[src/lnds_pkg.sv]
`timescale 1ns / 1ps
// Shared constants and types for the longest non-decreasing subsequence block.
package lnds_pkg;

  localparam int unsigned LNDS_DEPTH = 4096;
  localparam int unsigned VALUE_W    = 31;
  localparam int unsigned LONGEST_W  = 13;

  // One result as handed from the controller to the output stage.
  typedef struct packed {
    logic [LONGEST_W-1:0] longest;
    logic                 overflow;
  } lnds_res_t;

endpackage

[src/lnds_ctrl.sv]
`timescale 1ns / 1ps
// Search and update sequencer: binary search over the tails memory, then at most one write.
module lnds_ctrl import lnds_pkg::*; #(
  parameter int unsigned DEPTH = LNDS_DEPTH
) (
  input  logic                       clk_i,
  input  logic                       rst_ni,
  input  logic                       in_valid_i,
  output logic                       in_ready_o,
  input  logic                       start_new_i,
  input  logic [VALUE_W-1:0]         value_i,
  output logic                       res_valid_o,
  input  logic                       res_ready_i,
  output lnds_res_t                  res_o,
  output logic                       rd_en_o,
  output logic [$clog2(DEPTH)-1:0]   rd_addr_o,
  input  logic [VALUE_W-1:0]         rd_data_i,
  output logic                       wr_en_o,
  output logic [$clog2(DEPTH)-1:0]   wr_addr_o,
  output logic [VALUE_W-1:0]         wr_data_o
);

  localparam int unsigned ADDR_W = $clog2(DEPTH);
  localparam int unsigned LEN_W  = $clog2(DEPTH + 1);
  localparam logic [LEN_W-1:0] LEN_MAX = LEN_W'(DEPTH);

  typedef enum logic [1:0] {
    ST_IDLE,
    ST_SEARCH,
    ST_UPDATE
  } state_e;

  state_e             state_q, state_d;
  logic [LEN_W-1:0]   len_q, len_d;
  logic [LEN_W-1:0]   lo_q, lo_d;
  logic [LEN_W-1:0]   hi_q, hi_d;
  logic [LEN_W-1:0]   mid_q, mid_d;
  logic [VALUE_W-1:0] x_q, x_d;

  logic [LEN_W-1:0]   len_eff;
  logic [LEN_W-1:0]   lo_n, hi_n;
  logic [LEN_W:0]     mid_sum;
  logic               tail_le;
  logic               ovf;
  logic [LEN_W+LONGEST_W-1:0] len_ext;

  assign len_eff = start_new_i ? '0 : len_q;
  assign tail_le = (rd_data_i <= x_q);
  assign lo_n    = tail_le ? (mid_q + LEN_W'(1)) : lo_q;
  assign hi_n    = tail_le ? hi_q : mid_q;
  assign len_ext = {{LONGEST_W{1'b0}}, len_d};

  assign in_ready_o = (state_q == ST_IDLE);

  always_comb begin
    state_d     = state_q;
    len_d       = len_q;
    lo_d        = lo_q;
    hi_d        = hi_q;
    mid_d       = mid_q;
    x_d         = x_q;
    mid_sum     = '0;
    ovf         = 1'b0;
    rd_en_o     = 1'b0;
    wr_en_o     = 1'b0;
    wr_addr_o   = lo_q[ADDR_W-1:0];
    res_valid_o = 1'b0;
    unique case (state_q)
      ST_IDLE: begin
        if (in_valid_i) begin
          x_d   = value_i;
          len_d = len_eff;
          lo_d  = '0;
          hi_d  = len_eff;
          mid_d = len_eff >> 1;
          if (len_eff != '0) begin
            rd_en_o = 1'b1;
            state_d = ST_SEARCH;
          end else begin
            state_d = ST_UPDATE;
          end
        end
      end
      ST_SEARCH: begin
        // The read issued last cycle returns now; narrow the range and
        // launch the next probe in the same cycle.
        lo_d    = lo_n;
        hi_d    = hi_n;
        mid_sum = {1'b0, lo_n} + {1'b0, hi_n};
        mid_d   = mid_sum[LEN_W:1];
        if (lo_n < hi_n) begin
          rd_en_o = 1'b1;
        end else begin
          state_d = ST_UPDATE;
        end
      end
      ST_UPDATE: begin
        if (res_ready_i) begin
          res_valid_o = 1'b1;
          state_d     = ST_IDLE;
          if (lo_q < len_q) begin
            wr_en_o = 1'b1;
          end else if (len_q != LEN_MAX) begin
            wr_en_o   = 1'b1;
            wr_addr_o = len_q[ADDR_W-1:0];
            len_d     = len_q + LEN_W'(1);
          end else begin
            ovf = 1'b1;
          end
        end
      end
      default: begin
        state_d = ST_IDLE;
      end
    endcase
  end

  assign rd_addr_o     = mid_d[ADDR_W-1:0];
  assign wr_data_o     = x_q;
  assign res_o.longest = len_ext[LONGEST_W-1:0];
  assign res_o.overflow = ovf;

  always_ff @(posedge clk_i or negedge rst_ni) begin
    if (!rst_ni) begin
      state_q <= ST_IDLE;
      len_q   <= '0;
    end else begin
      state_q <= state_d;
      len_q   <= len_d;
    end
  end

  always_ff @(posedge clk_i) begin
    lo_q  <= lo_d;
    hi_q  <= hi_d;
    mid_q <= mid_d;
    x_q   <= x_d;
  end

`ifndef SYNTHESIS
  a_no_rd_wr_overlap: assert property (@(posedge clk_i) disable iff (!rst_ni)
    !(rd_en_o && wr_en_o))
    else $error("tails read and write issued together");

  a_len_bounded: assert property (@(posedge clk_i) disable iff (!rst_ni)
    len_q <= LEN_MAX)
    else $error("length above depth");

  a_probe_in_range: assert property (@(posedge clk_i) disable iff (!rst_ni)
    (state_q == ST_SEARCH && rd_en_o) |-> (mid_d < len_q))
    else $error("search probe beyond stored tails");

  a_ovf_at_full: assert property (@(posedge clk_i) disable iff (!rst_ni)
    (res_valid_o && res_o.overflow) |-> (len_q == LEN_MAX && !wr_en_o))
    else $error("overflow flagged below full length");
`endif

endmodule

[config.mk]
export PLATFORM = sky130hd
export DESIGN_NAME = lnds_ctrl
export DESIGN_NICKNAME = d
export VERILOG_FILES = /design/src/lnds_pkg.sv /design/src/lnds_ctrl.sv
export SDC_FILE = /design/constraint.sdc
export NUM_CORES = 1
export LEC_CHECK = 0
export ABC_AREA = 1
export CELL_PAD_IN_SITES_DETAIL_PLACEMENT = 1
export CELL_PAD_IN_SITES_GLOBAL_PLACEMENT = 1
export CORE_ASPECT_RATIO = 1.25
export CORE_MARGIN = 2
export CORE_UTILIZATION = 44
export CTS_BUF_LIST = sky130_fd_sc_hd__clkbuf_4 sky130_fd_sc_hd__clkbuf_8
export DETAILED_ROUTE_END_ITERATION = 8
export DONT_BUFFER_PORTS = 1
export PLACE_DENSITY_LB_ADDON = 0.05
export SYNTH_ARGS = -nofsm -noshare
export SYNTH_HDL_FRONTEND = slang
export SYNTH_SLANG_ARGS = --single-unit
[constraint.sdc]
create_clock -name clk_i -period 3.9 [get_ports clk_i]
set_input_delay 0.195 -clock clk_i [delete_from_list [all_inputs] [get_ports clk_i]]
set_output_delay 0.195 -clock clk_i [all_outputs]
set_load 0.03 [all_outputs]
==> reports/results.md <==
Die
* **core region area** 14200 µm²
* **Die Footprint** 15400 µm²
* **starting density of the core** 44.5%
* **die width** 111 µm
* **I/O pins** 140
* **die boundary height** 138 µm
* **floorplan row count** 49

Synthesis
* **synthesized netlist net count** 950
* **most frequent cell after synthesis** sky130_fd_sc_hd__nand2_1
* **most common flop cell mapped by yosys** sky130_fd_sc_hd__edfxtp_1
* **ranking of synthesized cells by area** sky130_fd_sc_hd__edfxtp_1, sky130_fd_sc_hd__ha_1, sky130_fd_sc_hd__nand2_1, sky130_fd_sc_hd__inv_1, sky130_fd_sc_hd__dfrtp_1
* **summed instance area of the synthesized netlist** 6330 µm²
* **fraction of synthesized cell area taken by the top area cell type** 27.5%
* **Post-synth EDFFs** 58
* **top cell types by occurrence after synthesis** sky130_fd_sc_hd__nand2_1, sky130_fd_sc_hd__inv_1, sky130_fd_sc_hd__nor2_1
* **total number of yosys warnings** 0
* **adder-cell share of the synthesized area** 13.4%
* **portion of the post-synthesis area used by sequential elements** 37.2%
* **synthesized flop and latch total** 85
* **area fraction in compound gates after synthesis** 13.1%
* **share of flip-flops with an asynchronous set or reset after synthesis** 17.6%
* **post-synthesis area per instance** 7.77 µm²
* **xor and xnor area share after synthesis** 1.11%
* **Distinct cells, synth** 45
* **largest area contributor in the synthesized netlist** sky130_fd_sc_hd__edfxtp_1
* **Post-Synth Simple-Gate Area** 23.8%
* **cells after synthesis** 815
* **main combinational cell family by area after synthesis** simple AND/OR/NAND/NOR gates
* **multiplexer area fraction after synthesis** 0%

Final layout
* **Finished Cell Area** 9030 µm²
* **Final #Nets** 1105
* **Final Core Density** 63.5%
* **number of antenna diodes** 0
* **Layout Area Growth over Synthesis** 42.6%
* **layout cells sized above 1** 34.5%

Clock tree
* **clock tree from TritonCTS** yes
* **number of sinks on the clock net** 85
* **insertion delay of the later-clocked pin in the worst-skew pair** 0.39 ns
* **Reg clk slew, reported paths** 0.10 ns
* **Clock Path Buffers** 2
* **Root Buffer Master** sky130_fd_sc_hd__clkbuf_8
* **total number of H-tree levels** 3
* **Num CTS Buffers** 9

Setup path
* **required time of the critical path** 3.70 ns
* **worst setup path category** reg -> out
* **Worst Setup End Kind** output port
* **startpoint class of the critical path** flip-flop
* **slowest library cell on the worst path** sky130_fd_sc_hd__edfxtp_1
* **WP data arrival** 4.13 ns
* **delay of the slowest cell on the worst path** 0.39 ns
* **most numerous cell on the critical path** sky130_fd_sc_hd__buf_4
* **worst-path fanout max** 8
* **worst reg2reg setup slack** 0.05 ns

Flow run
* **max_cap viols** 0

Routing
* **first-pass iteration count of the detailed router** 5
* **iteration-0 DRC count of the detailed router** 396
* **vias per inst** 5.59
* **wire per inst** 21.7 µm
* **count of antenna-violating nets left after detailed routing** 0
* **DRC violation count after routing** 0
* **total via count after detailed routing** 6441
* **total routed wirelength** 25100 µm

GRT
* **global-route wire length before repair** 33700 µm
* **number of global-route vias before repair** 6436
* **number of antenna violations at the first check in global routing** 0
* **pin count of the biggest net entering global routing** 42
* **total gr overflow** 0
* **total routing resource utilization after global routing** 27.4%

STA
* **clock skew after layout** 0.0200 ns
* **maximum operating frequency** 0.231 GHz
* **RSZ-0062 raised after global routing** true
* **Pins Over Slew Limit** 0
* **Final setup viols** 10
* **transition time at the pin with the least slew margin** 1.35 ns
* **total count of hold-check failures in the final report** 0
* **Worst Slack Setup Final** -0.422 ns
* **final worst path period share** 111%
* **total negative setup slack** -2.54 ns
* **worst rel slew slack** 8.73%
* **min Tclk post-route** 4.32 ns

Placement
* **final weighted congestion in routability-driven placement** 0.846
* **post-place instance area** 7080 µm²
* **# port buffers** 0
* **post-detail-place hpwl** 15900 µm
* **worst slack at placement** -0.242 ns

Status
* **violations in the final reports** negative setup slack
* **result of the run** finished, violations left

Power and ir drop
* **leakage component of the power** 4.01 nW
* **power per cell area** 832 nW/µm²
* **Max rail drop VDD** 0.000422 V

Min path
* **kind of path behind the tightest hold check** in -> reg

-- what timing repair did --
action | CTS | global route
pin swaps | 29 | 60
buffers inserted | 21 | 40
hold buffers | 32 | 0
endpoints found under the setup margin | 14 | 26
cloned | 2 | 0
endpoints found under the hold margin | 46 | 0
gates resized for setup | 73 | 146
-- metal layers --
layer / part of all wire, % / wire [µm] / GRT usage [%] / up-vias
met4: 2.8 / 708 / 8.58 / 0
met5: 0 / 0 / 0 / -
li1: - / - / - / 2995
met3: 5.1 / 1290 / 4.34 / 55
met2: 54 / 13400 / 51.0 / 211
met1: 38 / 9620 / 32.1 / 3180
-- registers in the layout, summed over array words and instances, names as in the netlist --
register   count
hi_q          13
lo_q          13
len_q         13
wr_data_o     31
state_q        2
mid_q         13
-- critical path, delay by kind of cell (launching register included) --
kind	cells	cell delay (ns)
AO/OA/AOI/OAI	3	0.34
adder cells (fa/ha/maj)	2	0.57
buffers and inverters	10	1.27
flip-flops	1	0.39
AND/OR/NAND/NOR	11	1.14
-- area by class of cell --
class | count | area, µm²
sequential | 85 | 2360
tap | 178 | 223
multi-input combinational | 561 | 4240
clock inverter | 6 | 40.0
fill | 1651 | 5190
inverter | 143 | 542
timing repair buffer | 170 | 1490
clock buffer | 10 | 131
-- logic make-up (layout without fill, tap and decap cells) --
family                     count (synthesis)  after routing
and+or+nand+nor                          337            338
buffers and inverters                    170            329
AOI/OAI and AO/OA                        147            147
DFF                                       85             85
adders and majority gates                 68             68
xor gates and xnor gates                   8              8
-- cell usage in the layout, fill, tap and decap left out, drive strengths merged --
| cell type | instances |
|---|---|
| nand3 | 31 |
| a22oi | 2 |
| nor3 | 13 |
| dfrtp | 15 |
| a21oi | 38 |
| o21ai | 81 |
| edfxtp | 58 |
| clkinvlp | 1 |
| o22ai | 2 |
| nor2 | 80 |
| o31ai | 2 |
| o21a | 1 |
| nand3b | 4 |
| ha | 68 |
| or2 | 1 |
| nor4 | 6 |
| o221ai | 5 |
| clkinv | 10 |
| xor2 | 8 |
| buf | 138 |
| dlygate4sd3 | 32 |
| nand2 | 191 |
| inv | 138 |
| a21o | 3 |
| a211o | 1 |
| nand4 | 12 |
| a31oi | 3 |
| dfxtp | 12 |
| o21bai | 2 |
| clkbuf | 10 |
| o211ai | 5 |
| a221oi | 2 |
-- where the power goes --
group | internal (mW) | total (mW) | switching [mW]
logic | 2.03 | 5.34 | 3.31
registers | 1.33 | 1.57 | 0.239
clock network | 0.238 | 0.607 | 0.369
total | 3.60 | 7.52 | 3.92
-- worst paths after layout --
path | from | endpoint | depth (start not counted)
max | wr_data_o[21] | rd_addr_o[3] | 26
min | res_ready_i | state_q[1] | 3
max reg2reg | wr_data_o[21] | mid_q[3] | 26
min reg2reg | mid_q[4] | mid_q[4] | 2
max in group asynchronous | rst_ni | len_q[4] | 1
min in group asynchronous | rst_ni | len_q[11] | 1
-- per-stage QoR --
| stage | power (mW) | hold WS, ns | cells |
|---|---|---|---|
| finish | 7.52 | 0.0236 | 1153 |
| floorplan | 4.13 | -0.101 | 815 |
| CTS | 6.42 | 0.0206 | 1115 |
| global route | 7.98 | 0.0309 | 1153 |
| global placement | 5.16 | -0.0998 | 1044 |
| detailed placement | 5.30 | -0.0998 | 1044 |
(Power assumes the default switching activity.)
